### src/hdl/rotary_dial_pulse_decoder_unit_defines.svh
// Assertion macros for the rotary dial pulse decoder.
`ifndef ROTARY_DIAL_PULSE_DECODER_UNIT_DEFINES_SVH
`define ROTARY_DIAL_PULSE_DECODER_UNIT_DEFINES_SVH
`ifndef SYNTH
`define RDPD_ASSERT(lbl, prop) \
    lbl: assert property (@(posedge i_clk) disable iff (!i_rst_n) (prop)) \
        else $error("rdpd: check failed");
`define RDPD_ASSERT_NEXT(lbl, pre, post) \
    lbl: assert property (@(posedge i_clk) disable iff (!i_rst_n) (pre) |=> (post)) \
        else $error("rdpd: sequence check failed");
`else
`define RDPD_ASSERT(lbl, prop)
`define RDPD_ASSERT_NEXT(lbl, pre, post)
`endif
`endif

### src/hdl/rdpd_pkg.sv
// Shared constants and types of the rotary dial pulse decoder.
package rdpd_pkg;

    localparam int unsigned DebW   = 8;
    localparam int unsigned PulseW = 10;
    localparam int unsigned DigitW = 16;
    localparam int unsigned CountW = 4;
    localparam int unsigned CfgW   = 16;
    localparam int unsigned IdxW   = 2;

    localparam logic [DebW-1:0]   DEBOUNCE_RST = 8'd25;
    localparam logic [PulseW-1:0] PULSE_TO_RST = 10'd84;
    localparam logic [DigitW-1:0] DIGIT_TO_RST = 16'd4000;
    localparam logic [CountW-1:0] COUNT_MAX    = 4'd15;
    localparam logic [CountW-1:0] DIGIT_BASE   = 4'd10;

    localparam logic [IdxW-1:0] CFG_DEBOUNCE = 2'd0;
    localparam logic [IdxW-1:0] CFG_PULSE_TO = 2'd1;
    localparam logic [IdxW-1:0] CFG_DIGIT_TO = 2'd2;

    localparam logic [2:0] PH_IDLE       = 3'd0;
    localparam logic [2:0] PH_WAIT_PULSE = 3'd1;
    localparam logic [2:0] PH_LOW        = 3'd2;
    localparam logic [2:0] PH_WAIT_NEXT  = 3'd3;
    localparam logic [2:0] PH_DONE       = 3'd4;

    typedef struct packed {
        logic level;
        logic rise;
        logic fall;
    } t_deb;

endpackage

### src/hdl/rdpd_debounce.sv
// Hook switch debouncer: hold counter and accepted level, edge detection.
module rdpd_debounce (
    input  logic                      i_clk,
    input  logic                      i_rst_n,
    input  logic                      i_adv,
    input  logic                      i_raw,
    input  logic [rdpd_pkg::DebW-1:0] i_debounce_ticks,
    output rdpd_pkg::t_deb            o_deb
);

    logic [rdpd_pkg::DebW-1:0] r_hold;
    logic [rdpd_pkg::DebW-1:0] n_hold;
    logic [rdpd_pkg::DebW-1:0] w_hold_inc;
    logic                      r_level;

    assign w_hold_inc = (r_hold != '1) ? r_hold + 1'b1 : r_hold;

    always_comb begin
        n_hold       = '0;
        o_deb.level  = r_level;
        o_deb.rise   = 1'b0;
        o_deb.fall   = 1'b0;
        if (i_raw != r_level) begin
            n_hold = w_hold_inc;
            if (w_hold_inc >= i_debounce_ticks) begin
                n_hold      = '0;
                o_deb.level = i_raw;
                o_deb.rise  = i_raw;
                o_deb.fall  = ~i_raw;
            end
        end
    end

    always_ff @(posedge i_clk) begin
        if (!i_rst_n) begin
            r_hold  <= '0;
            r_level <= 1'b0;
        end else if (i_adv) begin
            r_hold  <= n_hold;
            r_level <= o_deb.level;
        end
    end

endmodule

### src/hdl/rotary_dial_pulse_decoder_unit.sv
// Top level of the rotary dial pulse decoder: session control and result register.
//
// One input beat carries one raw hook sample, taken once per millisecond tick.
// Every input beat yields exactly one output beat with the debounced hook
// level, pick-up and put-down edges, dial tone request, a digit when a pulse
// train ends, a pulse error, number complete and hang-up flags.
// The result of a beat is on the output in the cycle after acceptance.
// Throughput: one beat per cycle; the whole tick update sits between the
// state registers and the result register.
// A held result does not block the input as long as the receiver takes it in
// the same cycle; while the receiver stalls with a result pending, o_in_ready
// drops and the state stands still.
// Synchronous reset clears the session to idle, on hook, tone off, empties the
// result register and loads the timing registers with 25, 84 and 4000 ticks. Timing
// registers go through i_cfg_we / i_cfg_idx / i_cfg_data, index 0 debounce, 1 pulse
// timeout, 2 digit timeout. The user must write them only while the block is idle; it is not enforced.
`include "rotary_dial_pulse_decoder_unit_defines.svh"
module rotary_dial_pulse_decoder_unit (
    input  logic                        i_clk,
    input  logic                        i_rst_n,
    input  logic                        i_cfg_we,
    input  logic [rdpd_pkg::IdxW-1:0]   i_cfg_idx,
    input  logic [rdpd_pkg::CfgW-1:0]   i_cfg_data,
    input  logic                        i_in_valid,
    output logic                        o_in_ready,
    input  logic                        i_hook_raw,
    output logic                        o_out_valid,
    input  logic                        i_out_ready,
    output logic                        o_hook_level,
    output logic                        o_picked_up,
    output logic                        o_put_down,
    output logic                        o_tone_on,
    output logic                        o_digit_valid,
    output logic [rdpd_pkg::CountW-1:0] o_digit,
    output logic                        o_pulse_error,
    output logic                        o_number_done,
    output logic                        o_hung_up
);

    logic [rdpd_pkg::DebW-1:0]   r_debounce_ticks;
    logic [rdpd_pkg::PulseW-1:0] r_pulse_to;
    logic [rdpd_pkg::DigitW-1:0] r_digit_to;

    logic [2:0]                  r_phase,   n_phase;
    logic [rdpd_pkg::PulseW-1:0] r_ptimer,  n_ptimer;
    logic [rdpd_pkg::CountW-1:0] r_pcount,  n_pcount;
    logic [rdpd_pkg::DigitW-1:0] r_dtimer,  n_dtimer;
    logic                        r_any,     n_any;
    logic                        r_tone,    n_tone;
    logic                        r_out_valid;

    logic [rdpd_pkg::PulseW-1:0] w_pt_inc;
    logic [rdpd_pkg::DigitW-1:0] w_dt_inc;
    logic [rdpd_pkg::CountW-1:0] w_pc_inc;
    logic                        w_accept;
    logic                        w_dvalid, w_perr, w_ndone, w_hung;
    logic [rdpd_pkg::CountW-1:0] w_dval;
    rdpd_pkg::t_deb              w_deb;

    assign o_in_ready  = ~r_out_valid | i_out_ready;
    assign w_accept    = i_in_valid & o_in_ready;
    assign o_out_valid = r_out_valid;

    rdpd_debounce u_deb (
        .i_clk            (i_clk),
        .i_rst_n          (i_rst_n),
        .i_adv            (w_accept),
        .i_raw            (i_hook_raw),
        .i_debounce_ticks (r_debounce_ticks),
        .o_deb            (w_deb)
    );

    always_ff @(posedge i_clk) begin
        if (!i_rst_n) begin
            r_debounce_ticks <= rdpd_pkg::DEBOUNCE_RST;
            r_pulse_to       <= rdpd_pkg::PULSE_TO_RST;
            r_digit_to       <= rdpd_pkg::DIGIT_TO_RST;
        end else if (i_cfg_we) begin
            case (i_cfg_idx)
                rdpd_pkg::CFG_DEBOUNCE: r_debounce_ticks <= i_cfg_data[rdpd_pkg::DebW-1:0];
                rdpd_pkg::CFG_PULSE_TO: r_pulse_to       <= i_cfg_data[rdpd_pkg::PulseW-1:0];
                rdpd_pkg::CFG_DIGIT_TO: r_digit_to       <= i_cfg_data;
                default: ;
            endcase
        end
    end

    assign w_pt_inc = (r_ptimer != '1) ? r_ptimer + 1'b1 : r_ptimer;
    assign w_dt_inc = (r_dtimer != '1) ? r_dtimer + 1'b1 : r_dtimer;
    assign w_pc_inc = (r_pcount != rdpd_pkg::COUNT_MAX) ? r_pcount + 1'b1 : r_pcount;

    always_comb begin
        n_phase  = r_phase;
        n_ptimer = r_ptimer;
        n_pcount = r_pcount;
        n_dtimer = r_dtimer;
        n_any    = r_any;
        n_tone   = r_tone;
        w_dvalid = 1'b0;
        w_dval   = '0;
        w_perr   = 1'b0;
        w_ndone  = 1'b0;
        w_hung   = 1'b0;
        case (r_phase)
            rdpd_pkg::PH_WAIT_PULSE: begin
                if (w_deb.fall) begin
                    n_phase  = rdpd_pkg::PH_LOW;
                    n_ptimer = '0;
                    n_tone   = 1'b0;
                end else if (r_any) begin
                    n_dtimer = w_dt_inc;
                    if (w_dt_inc >= r_digit_to) begin
                        w_ndone = 1'b1;
                        n_tone  = 1'b0;
                        n_phase = rdpd_pkg::PH_DONE;
                    end
                end
            end
            rdpd_pkg::PH_LOW: begin
                if (w_deb.rise) begin
                    n_pcount = w_pc_inc;
                    n_ptimer = '0;
                    n_phase  = rdpd_pkg::PH_WAIT_NEXT;
                end else begin
                    n_ptimer = w_pt_inc;
                    if (w_pt_inc >= r_pulse_to) begin
                        w_perr   = 1'b1;
                        w_hung   = 1'b1;
                        n_pcount = '0;
                        n_ptimer = '0;
                        n_tone   = 1'b0;
                        n_phase  = rdpd_pkg::PH_IDLE;
                    end
                end
            end
            rdpd_pkg::PH_WAIT_NEXT: begin
                if (w_deb.fall) begin
                    n_ptimer = '0;
                    n_phase  = rdpd_pkg::PH_LOW;
                    n_tone   = 1'b0;
                end else begin
                    n_ptimer = w_pt_inc;
                    if (w_pt_inc >= r_pulse_to) begin
                        w_dvalid = 1'b1;
                        w_dval   = (r_pcount >= rdpd_pkg::DIGIT_BASE)
                                   ? r_pcount - rdpd_pkg::DIGIT_BASE : r_pcount;
                        n_any    = 1'b1;
                        n_dtimer = '0;
                        n_pcount = '0;
                        n_ptimer = '0;
                        n_phase  = rdpd_pkg::PH_WAIT_PULSE;
                    end
                end
            end
            rdpd_pkg::PH_DONE: begin
                if (w_deb.fall) begin
                    n_phase = rdpd_pkg::PH_IDLE;
                end
            end
            default: begin
                n_phase = rdpd_pkg::PH_IDLE;
                if (w_deb.rise) begin
                    n_phase  = rdpd_pkg::PH_WAIT_PULSE;
                    n_tone   = 1'b1;
                    n_pcount = '0;
                    n_ptimer = '0;
                    n_dtimer = '0;
                    n_any    = 1'b0;
                end
            end
        endcase
    end

    always_ff @(posedge i_clk) begin
        if (!i_rst_n) begin
            r_phase     <= rdpd_pkg::PH_IDLE;
            r_ptimer    <= '0;
            r_pcount    <= '0;
            r_dtimer    <= '0;
            r_any       <= 1'b0;
            r_tone      <= 1'b0;
            r_out_valid <= 1'b0;
        end else begin
            if (w_accept) begin
                r_phase  <= n_phase;
                r_ptimer <= n_ptimer;
                r_pcount <= n_pcount;
                r_dtimer <= n_dtimer;
                r_any    <= n_any;
                r_tone   <= n_tone;
            end
            if (w_accept) begin
                r_out_valid <= 1'b1;
            end else if (i_out_ready) begin
                r_out_valid <= 1'b0;
            end
        end
    end

    // result register, payload only
    always_ff @(posedge i_clk) begin
        if (w_accept) begin
            o_hook_level  <= w_deb.level;
            o_picked_up   <= w_deb.rise;
            o_put_down    <= w_deb.fall;
            o_tone_on     <= n_tone;
            o_digit_valid <= w_dvalid;
            o_digit       <= w_dval;
            o_pulse_error <= w_perr;
            o_number_done <= w_ndone;
            o_hung_up     <= w_hung;
        end
    end

    `RDPD_ASSERT(a_edge_excl, !(o_out_valid && o_picked_up && o_put_down))
    `RDPD_ASSERT(a_digit_range, o_out_valid |-> (o_digit <= 4'd9))
    `RDPD_ASSERT(a_hung_err, (o_out_valid && o_hung_up) |-> (o_pulse_error && !o_tone_on))
    `RDPD_ASSERT(a_idle_quiet, (r_phase == rdpd_pkg::PH_IDLE) |-> !r_tone)
    `RDPD_ASSERT_NEXT(a_pickup_tone, w_accept && (r_phase == rdpd_pkg::PH_IDLE) && w_deb.rise, r_tone && (r_phase == rdpd_pkg::PH_WAIT_PULSE))

endmodule
### config.mk
export PLATFORM = sky130hd
export DESIGN_NAME = rotary_dial_pulse_decoder_unit
export DESIGN_NICKNAME = d
export VERILOG_FILES = /design/src/hdl/rdpd_pkg.sv /design/src/hdl/rdpd_debounce.sv /design/src/hdl/rotary_dial_pulse_decoder_unit.sv
export VERILOG_INCLUDE_DIRS = /design/src /design/src/hdl
export SDC_FILE = /design/constraint.sdc
export NUM_CORES = 1
export LEC_CHECK = 0
export ABC_AREA = 1
export BUFFER_PORTS_ARGS = -buffer_cell sky130_fd_sc_hd__buf_2
export CORE_MARGIN = 5
export CORE_UTILIZATION = 30
export DETAILED_ROUTE_END_ITERATION = 7
export PLACE_DENSITY = 0.5
export SLEW_MARGIN = 20
export SYNTH_ARGS = -nofsm -noshare
export SYNTH_HDL_FRONTEND = slang
export SYNTH_SLANG_ARGS = --single-unit
### constraint.sdc
create_clock -name i_clk -period 2.84 [get_ports i_clk]
set_input_delay 0.71 -clock i_clk [delete_from_list [all_inputs] [get_ports i_clk]]
set_output_delay 0.71 -clock i_clk [all_outputs]
set_load 0.05 [all_outputs]
==> results.toml <==
[sta]
finalCritPeriodShare = 1.030
skew_ns = 0.009059
max_freq_mhz = 341.8
layout_min_cycle_time_ns = 2.925
drv_slew = 0
worstMarginPinSlew_ns = 0.5630
fin_hold_ws_ns = 0.4647
final.setup.tns_ns = -1.006
finalSetupViolations = 32
rsz0062_at_grt = "true"
finalHoldViolations = 0
maxSlewHeadroom = 0.6233
setup_ws_ns = -0.08544

[routing]
wire_per_inst_um = 13.12
drt_pass1_iterations = 4
wl_mm = 14.65
viasPerCell = 4.618
vias = 5154
postRouteAntennaNets = 0
drt_iter0_drc = 222
drc = 0

[critical_path]
cp-end-kind = "flip-flop"
start_kind = "flip-flop"
crit_top_cell = "nand2_4"
worstPathMaxFanout = 9
critPathKind = "flip-flop to flip-flop"
crit_start = "u_deb.r_hold[1]$_SDFFE_PN0P_"
cpMaxStageDelayCell = "dfxtp_2"
slowest_delay_ns = 0.35
worstPathRequired_ns = 3.11
crit_arrival_ns = 3.20
crit_chain = "ha_4, nand2_4, nor3_4, nand2_2, nor2_4, nor2_2, nand3_1, xor2_1, ha_1, a21oi_2, nor2_1, nor2_1, nand3_2, nand2_4, inv_2, nand2_4, nand2_4, nor2_8, buf_12, nand3_2, a21oi_2"
r2r_start = "u_deb.r_hold[1]$_SDFFE_PN0P_"

[grt]
first_global_vias = 4981
gr-usage-all-layers = 0.1475
grt.overflow.total = 0
grt_start_max_net_pins = 48
antenna_found_initial = 0
grt_first_pass_wirelength_mm = 24.35

[clock_tree]
cts_buffers = 9
cts_hold_buffers = 0
clock_latency_ns = 0.35
root_buffer = "clkbuf_16"
clkTransAtPathRegs_ns = 0.06
cts_max_path_buffers = 2
clock-sinks = 90
ctsHtreeMaxLevel = 3
cts_tree = "built"

[power_and_ir_drop]
swShare = 0.3488
seq_power_share = 0.377
vdd_drop_max_mv = 0.4053
power.density_nw_per_um2 = 523.6
p_leak_nw = 3.419
power_frac_clock = 0.308
p_int_w = 0.002502
combPwrFrac = 0.315
switchingPower_w = 0.001340

[floorplan]
die_h_um = 143.2
dieArea_um2 = 20490
num_rows = 48
fp.dieW_um = 143.2
io-pin-count = 38
core_area_um2 = 17360
start_util = 0.3064

[worst_hold_path]
hold_class = "flip-flop to flip-flop"
hold_start = "r_digit_to[14]$_SDFFE_PN0P_"

[synth]
synth-seq-cells = 90
synth_cells = 751
synth_nets = 816
synth_commonest_cells = "186 x nand2_1, 94 x inv_1, 79 x dfxtp_1"
yosysSeqAreaShare = 0.3594
yosys_warnings = 0
synth.area.top_cells = "dfxtp_1 30%, nand2_1 13%, ha_1 9.6%"
synth_top_cell_by_area = "dfxtp_1"
synth-async-reset-ratio = 0
synth.distinct_cells = 37
avgSynthCellArea_um2 = 7.082
synth_top_area_frac = 0.2973
yosys_most_used_dff = "dfxtp_1"
syn_area_um2 = 5319
synth_edf_count = 11
post-synth-top-count-cell = "nand2_1"

[place]
io_buffers = 37
gp_congestion = 0.8248
dp_hpwl_mm = 10.81

[final_layout]
area_growth_pct = 37.97
num_antenna_cells = 0
drive_above_1_share = 0.3064
finalNetCount = 951

[status]
violations = "setup timing"
status = "finished with violations"

[job]
drv_cap = 0
[metal layers]
metal / track usage / up-vias / routed length [um]
li1: - / 2728 / -
met3: 0.03081 / 22 / 475
met1: 0.1945 / 2325 / 7062
met2: 0.2396 / 79 / 6783
met4: 0.05153 / 0 / 324
met5: 0 / - / 0
[cell usage in the layout (no fill, tap or decap), types with 13 or more instances in the layout]
| master | Yosys | routed |
|---|---|---|
| buf_4 | 2 | 97 |
| nand3_1 | 32 | 19 |
| a21oi_2 | 0 | 17 |
| xor2_1 | 19 | 18 |
| o21ai_0 | 44 | 34 |
| buf_2 | 2 | 37 |
| dfxtp_1 | 79 | 71 |
| nor2_1 | 66 | 52 |
| a21oi_1 | 76 | 59 |
| o21ai_1 | 7 | 13 |
| inv_1 | 94 | 90 |
| ha_1 | 41 | 35 |
| nand2_1 | 186 | 170 |
| nand2_2 | 4 | 15 |
[logic make-up after synthesis]
group | synth area share
multiplexers | 0.001882
AO/OA/AOI/OAI | 0.1407
AND/OR/NAND/NOR | 0.2715
flip-flops | 0.3594
buffers and inverters | 0.09056
adder cells (fa/ha/maj) | 0.09645
XOR/XNOR | 0.03952
[sequential cells by signal (all words and copies together) (netlist names)]
signal            flops
o_digit               4
o_hook_level          1
r_tone                1
o_number_done         1
o_picked_up           1
r_pulse_to           10
o_digit_valid         1
o_hung_up             1
u_deb.r_level         1
r_digit_to           16
r_dtimer             16
o_tone_on             1
r_debounce_ticks      8
r_phase               3
o_put_down            1
r_pcount              4
r_ptimer             10
o_out_valid           1
u_deb.r_hold          8
r_any                 1
[final cells by class]
class                   instances  area, um^2
clock buffers                  10       229.0
clock inverters                 6       57.56
fillers                      1786       10020
inverters                     100       384.1
multi-input cells             540        3398
flip-flops and latches         90        1924
well taps                     225       281.5
repair buffers                145        1064
[power by group through the flow]
stage          Clock [W]  Combinational, W  Sequential (W)
5_1_grt          0.00128           0.00135         0.00146
6_report         0.00118           0.00121         0.00145
4_1_cts          0.00123           0.00112         0.00144
3_5_place_dp           0           0.00106         0.00147
3_3_place_gp           0           0.00106         0.00147
2_1_floorplan          0          0.000657         0.00151
[worst paths after layout]
| check | end | slack [ns] | cells after the start |
|---|---|---|---|
| min reg2reg | r_digit_to[14]$_SDFFE_PN0P_ | 0.46 | 2 |
| min | r_digit_to[14]$_SDFFE_PN0P_ | 0.46 | 2 |
| max | r_dtimer[1]$_SDFFE_PN0P_ | -0.09 | 21 |
| max reg2reg | r_dtimer[1]$_SDFFE_PN0P_ | -0.09 | 21 |
[per-stage QoR]
stage	cells	util	area [um^2]	worst slack, ns	total power, W
floorplan	751	-	5349	0.01663	0.002166
global placement	1091	0.3741	6492	-0.3419	0.002534
detailed placement	1091	0.3741	6492	-0.2932	0.002533
CTS	1113	0.4052	7033	-0.06654	0.003797
global route	1116	0.4228	7338	-0.2903	0.004095
finish	1116	0.4228	7338	-0.08544	0.003843
[what timing repair did]
action	4_1_cts	5_1_grt
buffers inserted	6	3
pin swaps	37	28
gates resized for setup	58	71
endpoints found under the setup margin	43	53
[worst max-delay path, delay by kind of cell, from the launching register on]
kind / cells / cell delay, ns
AND/OR/NAND/NOR: 14 / 1.40
AO/OA/AOI/OAI: 2 / 0.26
flip-flops: 1 / 0.35
buffers and inverters: 2 / 0.21
adder cells (fa/ha/maj): 2 / 0.43
XOR/XNOR: 1 / 0.19
Note: power is estimated with default switching activity, not from simulation.
